**src/design/rte_pkg.sv**
```systemverilog
// types, constants and helpers for the retransmit timeout estimator
// used by design/retransmit_timeout_estimator.sv and design/rte_checker.sv
`timescale 1ns / 1ps
`default_nettype none

package rte_pkg;

  localparam int unsigned RTT_W  = 15;
  localparam int unsigned DEV_W  = 16;
  localparam int unsigned RTO_W  = 10;
  localparam int unsigned ADDR_W = 3;
  localparam int unsigned DATA_W = 32;

  localparam logic [RTT_W-1:0] INIT_RTT        = 15'd240;
  localparam logic [DEV_W-1:0] INIT_DEV        = 16'd240;
  localparam logic [RTO_W-1:0] INIT_RETRANSMIT = 10'd480;
  localparam logic [RTO_W-1:0] MAX_RETRANSMIT  = 10'd960;

  localparam int unsigned AVG_SHIFT     = 6;
  localparam int unsigned DEV_SHIFT     = 4;
  localparam int unsigned EXTREME_SHIFT = 5;

  // request operation codes
  localparam logic OP_SAMPLE  = 1'b0;
  localparam logic OP_RESTART = 1'b1;

  // register index, taken from paddr bit 2
  localparam logic REG_MIN_RETRANSMIT = 1'b0;

  typedef struct packed {
    logic             op;
    logic [RTT_W-1:0] round_trip_sample;
    logic             first_sample;
  } rte_in_t;

  typedef struct packed {
    logic [RTO_W-1:0] retransmit_ticks;
    logic [RTT_W-1:0] average_rtt;
    logic [RTT_W-1:0] filtered_rtt;
    logic [RTT_W-1:0] pessimist_rtt;
    logic [RTT_W-1:0] optimist_rtt;
    logic [DEV_W-1:0] rtt_deviation;
  } rte_out_t;

  // moving average (old * (2^k - 1) + sample) >> k, k a constant at each call
  function automatic logic [DEV_W-1:0] smooth(input logic [DEV_W-1:0] old_val,
                                              input logic [DEV_W-1:0] smp,
                                              input int unsigned k);
    logic [21:0] acc;
    logic [21:0] shr;
    acc = ({6'd0, old_val} << k) - {6'd0, old_val} + {6'd0, smp};
    shr = acc >> k;
    return shr[DEV_W-1:0];
  endfunction

endpackage

`default_nettype wire

```
**src/design/retransmit_timeout_estimator.sv**
```systemverilog
// retransmit timeout estimator top level: request register, estimate update, result register
// depends on rte_pkg
`timescale 1ns / 1ps
`default_nettype none

// Takes one request per cycle while in_stall is low: a round-trip sample (op 0) or
// a restart (op 1). A sample updates the smoothed average (1/64), the pessimist or
// optimist (1/32, picked by comparing the sample with the average), the filtered rtt
// (1/64, only for samples near the optimist) and the deviation (1/16, from twice the
// distance to the optimist), then derives the retransmit time, raised to
// min_retransmit or clamped to 960. A first-sample request only sets the four rtt
// estimates to the sample, and only when it is below the average. Every request
// gives exactly one result carrying the estimates after its update. An accepted
// request passes the request register and then the result register, where
// out_valid shows it; the estimate update between them reads and writes the state
// registers, and out_stall can hold a request in the request register. in_stall
// rises only when both the request register and the result register are full and
// out_stall is high. min_retransmit sits at byte address 0 of the config port;
// only paddr[2] is decoded and writes to address 4 are dropped.

module retransmit_timeout_estimator (
  input  wire                          clk,
  input  wire                          rst_n,
  input  wire                          in_valid,
  output logic                         in_stall,
  input  wire  rte_pkg::rte_in_t       in_data,
  output logic                         out_valid,
  input  wire                          out_stall,
  output rte_pkg::rte_out_t            out_data,
  input  wire                          psel,
  input  wire                          penable,
  input  wire                          pwrite,
  input  wire  [rte_pkg::ADDR_W-1:0]   paddr,
  input  wire  [rte_pkg::DATA_W-1:0]   pwdata,
  output logic [rte_pkg::DATA_W-1:0]   prdata,
  output logic                         pready
);

  // config register
  logic [rte_pkg::RTO_W-1:0] min_rto_r;

  // request register stage
  logic             req_valid_r;
  rte_pkg::rte_in_t req_r;

  // estimator state
  logic [rte_pkg::RTT_W-1:0] avg_r, filt_r, pes_r, opt_r;
  logic [rte_pkg::DEV_W-1:0] dev_r;
  logic [rte_pkg::RTO_W-1:0] rto_r;

  logic [rte_pkg::RTT_W-1:0] avg_nxt, filt_nxt, pes_nxt, opt_nxt;
  logic [rte_pkg::DEV_W-1:0] dev_nxt;
  logic [rte_pkg::RTO_W-1:0] rto_nxt;

  logic out_valid_r;
  rte_pkg::rte_out_t out_r;

  logic load;     // request register moves into state and result register
  logic accept;
  logic cfg_wr;

  // update datapath
  logic [rte_pkg::RTT_W-1:0] rtt;
  logic                      above_avg;
  logic [rte_pkg::DEV_W-1:0] pes_sm, opt_sm, avg_sm, filt_sm, dev_sm;
  logic [rte_pkg::RTT_W-1:0] opt_new, avg_new, filt_new;
  logic [rte_pkg::DEV_W-1:0] dev_new;
  logic signed [16:0]        diff;
  logic [16:0]               thr_sum;
  logic [rte_pkg::DEV_W-1:0] mag;
  logic [16:0]               mean_sum;
  logic [16:0]               rto_sum;
  logic [rte_pkg::RTO_W-1:0] rto_new;

  assign load     = !out_valid_r || !out_stall;
  assign in_stall = req_valid_r && !load;
  assign accept   = in_valid && !in_stall;

  assign pready = 1'b1;
  assign cfg_wr = psel && penable && pwrite && pready;
  assign prdata = (paddr[2] == rte_pkg::REG_MIN_RETRANSMIT)
                  ? {{(rte_pkg::DATA_W-rte_pkg::RTO_W){1'b0}}, min_rto_r}
                  : '0;

  always_comb begin
    rtt       = req_r.round_trip_sample;
    above_avg = rtt > avg_r;

    pes_sm  = rte_pkg::smooth({1'b0, pes_r}, {1'b0, rtt}, rte_pkg::EXTREME_SHIFT);
    opt_sm  = rte_pkg::smooth({1'b0, opt_r}, {1'b0, rtt}, rte_pkg::EXTREME_SHIFT);
    avg_sm  = rte_pkg::smooth({1'b0, avg_r}, {1'b0, rtt}, rte_pkg::AVG_SHIFT);
    filt_sm = rte_pkg::smooth({1'b0, filt_r}, {1'b0, rtt}, rte_pkg::AVG_SHIFT);

    opt_new = above_avg ? opt_r : opt_sm[rte_pkg::RTT_W-1:0];
    avg_new = avg_sm[rte_pkg::RTT_W-1:0];

    // signed distance from the freshly updated optimist
    diff    = $signed({2'b00, rtt}) - $signed({2'b00, opt_new});
    thr_sum = {2'b00, opt_new} + {1'b0, dev_r};
    filt_new = (diff <= $signed({2'b00, thr_sum[16:2]})) ? filt_sm[rte_pkg::RTT_W-1:0]
                                                         : filt_r;

    mag    = diff[16] ? 16'(-diff) : diff[15:0];
    dev_sm = rte_pkg::smooth(dev_r, {mag[14:0], 1'b0}, rte_pkg::DEV_SHIFT);
    // far samples leave the deviation alone
    dev_new = (mag <= {1'b0, opt_new}) ? dev_sm : dev_r;

    mean_sum = {1'b0, filt_new, 1'b0} + {2'b00, avg_new};
    rto_sum  = {1'b0, mean_sum[16:1]} + {1'b0, dev_new};
    priority if (rto_sum < {7'd0, min_rto_r}) begin
      rto_new = min_rto_r;
    end else if (rto_sum > {7'd0, rte_pkg::MAX_RETRANSMIT}) begin
      rto_new = rte_pkg::MAX_RETRANSMIT;
    end else begin
      rto_new = rto_sum[rte_pkg::RTO_W-1:0];
    end

    avg_nxt  = avg_r;
    filt_nxt = filt_r;
    pes_nxt  = pes_r;
    opt_nxt  = opt_r;
    dev_nxt  = dev_r;
    rto_nxt  = rto_r;
    priority if (req_r.op == rte_pkg::OP_RESTART) begin
      avg_nxt  = rte_pkg::INIT_RTT;
      filt_nxt = rte_pkg::INIT_RTT;
      pes_nxt  = rte_pkg::INIT_RTT;
      opt_nxt  = rte_pkg::INIT_RTT;
      dev_nxt  = rte_pkg::INIT_DEV;
      rto_nxt  = rte_pkg::INIT_RETRANSMIT;
    end else if (req_r.first_sample) begin
      // first ack only sets the rtt estimates to a sample below the average
      if (rtt < avg_r) begin
        avg_nxt  = rtt;
        filt_nxt = rtt;
        pes_nxt  = rtt;
        opt_nxt  = rtt;
      end
    end else begin
      avg_nxt  = avg_new;
      filt_nxt = filt_new;
      pes_nxt  = above_avg ? pes_sm[rte_pkg::RTT_W-1:0] : pes_r;
      opt_nxt  = opt_new;
      dev_nxt  = dev_new;
      rto_nxt  = rto_new;
    end
  end

  always_ff @(posedge clk) begin
    if (!rst_n) begin
      min_rto_r   <= '0;
      req_valid_r <= 1'b0;
      out_valid_r <= 1'b0;
      avg_r       <= rte_pkg::INIT_RTT;
      filt_r      <= rte_pkg::INIT_RTT;
      pes_r       <= rte_pkg::INIT_RTT;
      opt_r       <= rte_pkg::INIT_RTT;
      dev_r       <= rte_pkg::INIT_DEV;
      rto_r       <= rte_pkg::INIT_RETRANSMIT;
    end else begin
      if (cfg_wr && (paddr[2] == rte_pkg::REG_MIN_RETRANSMIT)) begin
        min_rto_r <= pwdata[rte_pkg::RTO_W-1:0];
      end
      if (!in_stall) begin
        req_valid_r <= in_valid;
      end
      if (load) begin
        out_valid_r <= req_valid_r;
        if (req_valid_r) begin
          avg_r  <= avg_nxt;
          filt_r <= filt_nxt;
          pes_r  <= pes_nxt;
          opt_r  <= opt_nxt;
          dev_r  <= dev_nxt;
          rto_r  <= rto_nxt;
        end
      end
    end
  end

  // payload registers, no reset
  always_ff @(posedge clk) begin
    if (accept) begin
      req_r <= in_data;
    end
    if (load && req_valid_r) begin
      out_r.retransmit_ticks <= rto_nxt;
      out_r.average_rtt      <= avg_nxt;
      out_r.filtered_rtt     <= filt_nxt;
      out_r.pessimist_rtt    <= pes_nxt;
      out_r.optimist_rtt     <= opt_nxt;
      out_r.rtt_deviation    <= dev_nxt;
    end
  end

  assign out_valid = out_valid_r;
  assign out_data  = out_r;

endmodule

`default_nettype wire

```
**config.mk**
```make
export PLATFORM = sky130hd
export DESIGN_NAME = retransmit_timeout_estimator
export DESIGN_NICKNAME = d
export VERILOG_FILES = /design/src/design/rte_pkg.sv /design/src/design/retransmit_timeout_estimator.sv
export SDC_FILE = /design/constraint.sdc
export NUM_CORES = 1
export LEC_CHECK = 0
export ABC_AREA = 0
export BUFFER_PORTS_ARGS = -buffer_cell sky130_fd_sc_hd__buf_2
export CORE_ASPECT_RATIO = 2
export CORE_MARGIN = 4
export CORE_UTILIZATION = 60
export DETAILED_ROUTE_END_ITERATION = 6
export PLACE_DENSITY = 0.81
export SLEW_MARGIN = 20
export SYNTH_ARGS = -nofsm -noshare
export SYNTH_HDL_FRONTEND = slang
export SYNTH_SLANG_ARGS = --single-unit
```
**constraint.sdc**
```tcl
create_clock -name clk -period 23.4 [get_ports clk]
set_input_delay 4.68 -clock clk [delete_from_list [all_inputs] [get_ports clk]]
set_output_delay 4.68 -clock clk [all_outputs]
set_load 0.03 [all_outputs]
```
# Yosys cells after proc, flatten, opt, wreduce, memory -nomap -nowiden
# Index checks and enable logic that the tools add are counted.
# op_classes
add_sub_neg	15
magnitude_cmp	6
n_mux	24
bitwise_logic	1
reduce_logical	12
# ops
cell	n
$mux W15	15
$mux W16	4
$mux W10	5
$add A21 B15 Y21	2
$sub A21 B15 Y21	2
$add A20 B16 Y20	2
$sub A20 B15 Y20	2
$add A20 B17 Y20	1
$sub A20 B16 Y20	1
$add A15 B16 Y17	1
$add A16 B15 Y17	1
$add A16 B16 Y17	1
$gt A17 B10 Y1 const B	1
$lt A17 B10 Y1	1
$le A16 B15 Y1	1
$le A16 B16 Y1	1
$neg A16 Y16	1
$sub A15 B15 Y16	1
$gt A15 B15 Y1	1
$lt A15 B15 Y1	1
$logic_and A1 B1 Y1	6
$logic_not A1 Y1	4
$reduce_and A2 Y1	1
$logic_or A1 B1 Y1	1
$not A1 Y1	1
# totals
reg_bits	201
input_bits	59
out_inout_bits	121
elab_cells	76

# Depth between registers and ports, before layout
# depth
depth_word	14
depth_mapped	66
depth_no_buf	64

# Worst setup path before layout
# Ideal clock, no wire load.
# synth_timing
path_kind	reg2reg
start	register req_r, in the netlist rtt[6]
end	register out_r, in the netlist out_data[82] (data pin)
setup_ns	0.262
arrival_time_ns	11.139
t_required_ns	23.138
path_slack_ns	11.998
stages_incl_launch_ff	55
n_path_buf	3
synth_period_minus_slack_ns	11.402
path_cell_list	edfxtp_1 -> clkbuf_1 -> clkinv_1 -> fa_1 -> inv_1 -> ha_1 -> and2_1 -> o21a_1 -> o31ai_1 -> inv_1 -> ha_1 -> a21o_1 -> a21oi_1 -> o21bai_1 -> nor2_1 -> inv_1 -> o2111ai_1 -> o211ai_1 -> [... 19 more ...] -> a21o_1 -> a21oi_1 -> o21bai_1 -> a21oi_1 -> o21bai_1 -> a21oi_1 -> o21bai_1 -> a21oi_1 -> a21oi_1 -> xor2_1 -> nor4_1 -> and4_1 -> mux2i_1 -> or2_2 -> clkbuf_1 -> o22ai_1 -> o21ai_0 -> or2_2
# synth_between
elab_chain_cells	13
word_cells_on_any_way	22
classes_between	add/sub: 9; order compare: 5; mux: 8
# synth_lines
item	line	text
from (decl)	retransmit_timeout_estimator.sv:44	rte_pkg::rte_in_t req_r;
from (signal assigned)	retransmit_timeout_estimator.sv:184	req_r <= in_data;
$add A20 B16 Y20 / $gt A15 B15 Y1 (equally long branches)	rte_pkg.sv:51, retransmit_timeout_estimator.sv:87	
$mux W15	retransmit_timeout_estimator.sv:94	opt_new = above_avg ? opt_r : opt_sm[rte_pkg::RTT_W-1:0];
$sub A15 B15 Y16	retransmit_timeout_estimator.sv:98	diff = $signed({2'b00, rtt}) - $signed({2'b00, opt_new});
$neg A16 Y16	retransmit_timeout_estimator.sv:103	mag = diff[16] ? 16'(-diff) : diff[15:0];
$mux W16	retransmit_timeout_estimator.sv:103	
$add A20 B17 Y20 / $le A16 B15 Y1 (equally long branches)	rte_pkg.sv:51, retransmit_timeout_estimator.sv:106	
$mux W16	retransmit_timeout_estimator.sv:106	dev_new = (mag <= {1'b0, opt_new}) ? dev_sm : dev_r;
$add A16 B16 Y17 *	retransmit_timeout_estimator.sv:109	rto_sum = {1'b0, mean_sum[16:1]} + {1'b0, dev_new};
$gt A17 B10 Y1	retransmit_timeout_estimator.sv:112	end else if (rto_sum > {7'd0, rte_pkg::MAX_RETRANSMIT}) begin
$mux W10	retransmit_timeout_estimator.sv:112	
$mux W10 *	retransmit_timeout_estimator.sv:110	priority if (rto_sum < {7'd0, min_rto_r}) begin
$mux W10 *	retransmit_timeout_estimator.sv:131	end else if (req_r.first_sample) begin
$mux W10 *	retransmit_timeout_estimator.sv:124	priority if (req_r.op == rte_pkg::OP_RESTART) begin
named net rto_nxt, one bit	retransmit_timeout_estimator.sv:53	logic [rte_pkg::RTO_W-1:0] rto_nxt;
to (decl)	retransmit_timeout_estimator.sv:56	rte_pkg::rte_out_t out_r;
# Mark *: on every way through the listed nets, which the timed path passes. The rest lies on a longest branch.
# A chain may end at the register's enable or synchronous reset.

# Worst setup path in the final report
# Same ends and word-level chain as after synthesis.

==> impl_metrics.tcl <==
set metrics [dict create \
    grt_pass1_vias 15920 \
    grt_start_max_net_pins 79 \
    synth_edf_count 103 \
    cts-htree-levels 1 \
    critPathKind "reg2reg" \
    synth_area_mm2 0.01803 \
    synth_common_cells "inv_1, nand2_1, ha_1" \
    placed_area_mm2 0.01887 \
    multi_input_area_mm2 0.01165 \
    post-synth-top-count-cell "inv_1" \
    cp_slowest_cell "fa_1" \
    hp-class "reg2reg" \
    hold_end "filt_r[3]" \
    ir_drop_mv 0.1373 \
    grtUsageTotal_pct 32.76 \
    post_cts_resized 0 \
    worstReg2RegStart "rtt[6]" \
    hold_viol_final 0 \
    syn_inst 2102 \
    p_leak_nw 8.486 \
    min_path_cells 2 \
    synthDistinctLibCells 94 \
    layout-drive-gt1-share_pct 10.63 \
    fp.dieW_um 130.6 \
    ys_top_cells_by_area "edfxtp_1, ha_1, dfxtp_1" \
    final_antenna_net_count 0 \
    ys_ff_latch 201 \
    setup_tns_ps 0 \
    cts_max_path_buffers 3 \
    num_rows 89 \
    io_pins 180 \
    ys_warn_count 0 \
    path_common_cell "a21oi_1" \
    yosysTopAreaCellShare_pct 17.15 \
    r2r_slack_ps 9760 \
    coreArea_mm2 0.02962 \
    wl_per_cell_um 21.20 \
    rr_worst_depth 52 \
    die_h_um 253.2 \
    yosys_most_used_dff "edfxtp_1" \
    hpwl_mm 42.16 \
    worst-path-max-fanout 30 \
    ys_seq_area_share_pct 28.03 \
    antenna_found_initial 0 \
    p_per_area_mw_per_mm2 153.9 \
    vias 15850 \
    fmax_mhz 73.31 \
    postCtsSetupRepairBufs 0 \
    nFillCells 2448 \
    clock-sinks 201 \
    portBuffers 132 \
    root_buffer "clkbuf_16" \
    critPathArrivalTime_ps 13930 \
    die_area_mm2 0.03306 \
    postLayoutCellArea_mm2 0.01957 \
    finalNetCount 2524 \
    route.detailed.drc 0 \
    tightest_slew_ps 1017 \
    setup_viol 0 \
    post-route-util_pct 66.06 \
    path_clk_slew_ps 60 \
    start_kind "register" \
    grt_setup_unrepaired "false" \
    dr.first_iter.drc_count 900 \
    initial_core_util_pct 60.88 \
    numCtsBuffers 21 \
    slew_violations 0 \
    syn2layout_area_growth_pct 8.521 \
    worst_ep_required_time_ps 23690 \
    place_congestion 0.9696 \
    antenna_cells 0 \
    max_cap_violations 0 \
    vias_per_cell 6.154 \
    slew_headroom_pct 31.65 \
    clock_latency_ps 550 \
    skew_ps 17.36 \
    cts_hold_buf 0 \
    seq_area_mm2 0.005055 \
    cpPeakStageDelay_ps 760 \
    async_flop_share_pct 0 \
    cp-end-kind "register" \
    synth_largest_area_cell "edfxtp_1" \
    grt_first_pass_wirelength_mm 83.39 \
    period_share_pct 58.30 \
    tritoncts "done" \
    overflow 0 \
    avgSynthCellArea_um2 8.579 \
    routed_wl_mm 54.60 \
    min_period_ps 13640 \
    min_from "filt_r[3]" \
    outcome "complete, no violations" \
    worstReg2RegEnd "out_data[82]" \
    firstDrtPassIters 7 \
]
cells by family after synthesis:
logic type | count (synthesis) | synth area share [%]
multiplexers | 39 | 2.193
other | 2 | 0.04165
XOR/XNOR | 115 | 5.745
AO/OA/AOI/OAI | 535 | 19.74
flip-flops | 201 | 28.03
adder cells (fa/ha/maj) | 271 | 21.07
buffers and inverters | 344 | 7.841
AND/OR/NAND/NOR | 595 | 15.33
sequential cells by signal, summed over array words and instances, names as in the netlist, 10 cells and up:
signal and count:
opt_r 15, min_rto_r 10, filt_r 15, rtt 15
rto_r 10, avg_r 15, dev_r 16, pes_r 15
out_data 86
per-stage QoR:
stage                     setup slack (ps)  power [mW]  hold WS, ps  cells
after CTS                             9947       2.996        456.6   2575
after floorplan                      12000       2.118        419.9   2123
final                                 9759       3.011        454.9   2575
after global placement               10260       2.550        433.4   2537
after global routing                  8820       3.283        476.2   2575
after detailed placement              9980       2.628        446.7   2537
metal layers:
metal | track usage [%] | vias up | routed length, um
met1 | 32.19 | 7461 | 18380
li1 | - | 7481 | -
met4 | 31.01 | 0 | 6371
met2 | 56.82 | 628 | 26870
met3 | 4.623 | 276 | 2975
met5 | 0 | - | 0
worst max-delay path by stage:
stage          slack [ps]  cells after the start           end   start
6_report             9760                     52  out_data[82]  rtt[6]
5_1_grt              8820                     52  out_data[82]  rtt[6]
4_1_cts              9950                     54  out_data[82]  rtt[6]
3_5_place_dp         9980                     54  out_data[82]  rtt[6]
3_3_place_gp        10260                     50  out_data[82]  rtt[6]
2_1_floorplan       12000                     54  out_data[82]  rtt[6]
placed cells by master, fill, tap and decap left out, types with 15 or more instances in the layout:
| master | n |
|---|---|
| inv_1 | 242 |
| nand2_1 | 220 |
| ha_1 | 214 |
| nor2_1 | 160 |
| buf_2 | 132 |
| a21oi_1 | 131 |
| o21ai_0 | 112 |
| edfxtp_1 | 103 |
| dfxtp_1 | 98 |
| xnor2_1 | 83 |
| fa_1 | 55 |
| o21a_1 | 49 |
| nor3_1 | 42 |
| o211ai_1 | 40 |
| mux2i_1 | 35 |
| nand3_1 | 31 |
| a21o_1 | 29 |
| xor2_1 | 29 |
| nor2b_1 | 24 |
| nand2b_1 | 24 |
| conb_1 | 23 |
| clkbuf_16 | 22 |
| o21bai_1 | 18 |
| o22ai_1 | 17 |
| or3_1 | 15 |
| buf_4 | 15 |
worst max-delay path, delay by kind of cell (launching register included):
kind            cells  cell delay [ps]
compound gates     20             3990
xor+xnor            2              450
fa+ha+maj           6             2480
buf+inv             6             1510
flops               1              630
mux                 2              590
simple gates       16             3710
final cells by class:
type / count / share of cell area (%)
Timing Repair Buffer: 147 / 3.951
Sequential cell: 201 / 25.83
Tap cell: 364 / 2.327
Multi-Input combinational cell: 1578 / 59.55
Inverter: 247 / 4.751
Clock buffer: 24 / 2.852
Clock inverter: 14 / 0.7353
power breakdown:
group	internal [mW]	leakage, nW	switching [mW]
Combinational	0.896	6.39	1.32
Clock	0.197	0.344	0.162
Sequential	0.409	1.75	0.0232
Total	1.50	8.49	1.51
No activity file was read; power rests on OpenSTA's default activity.
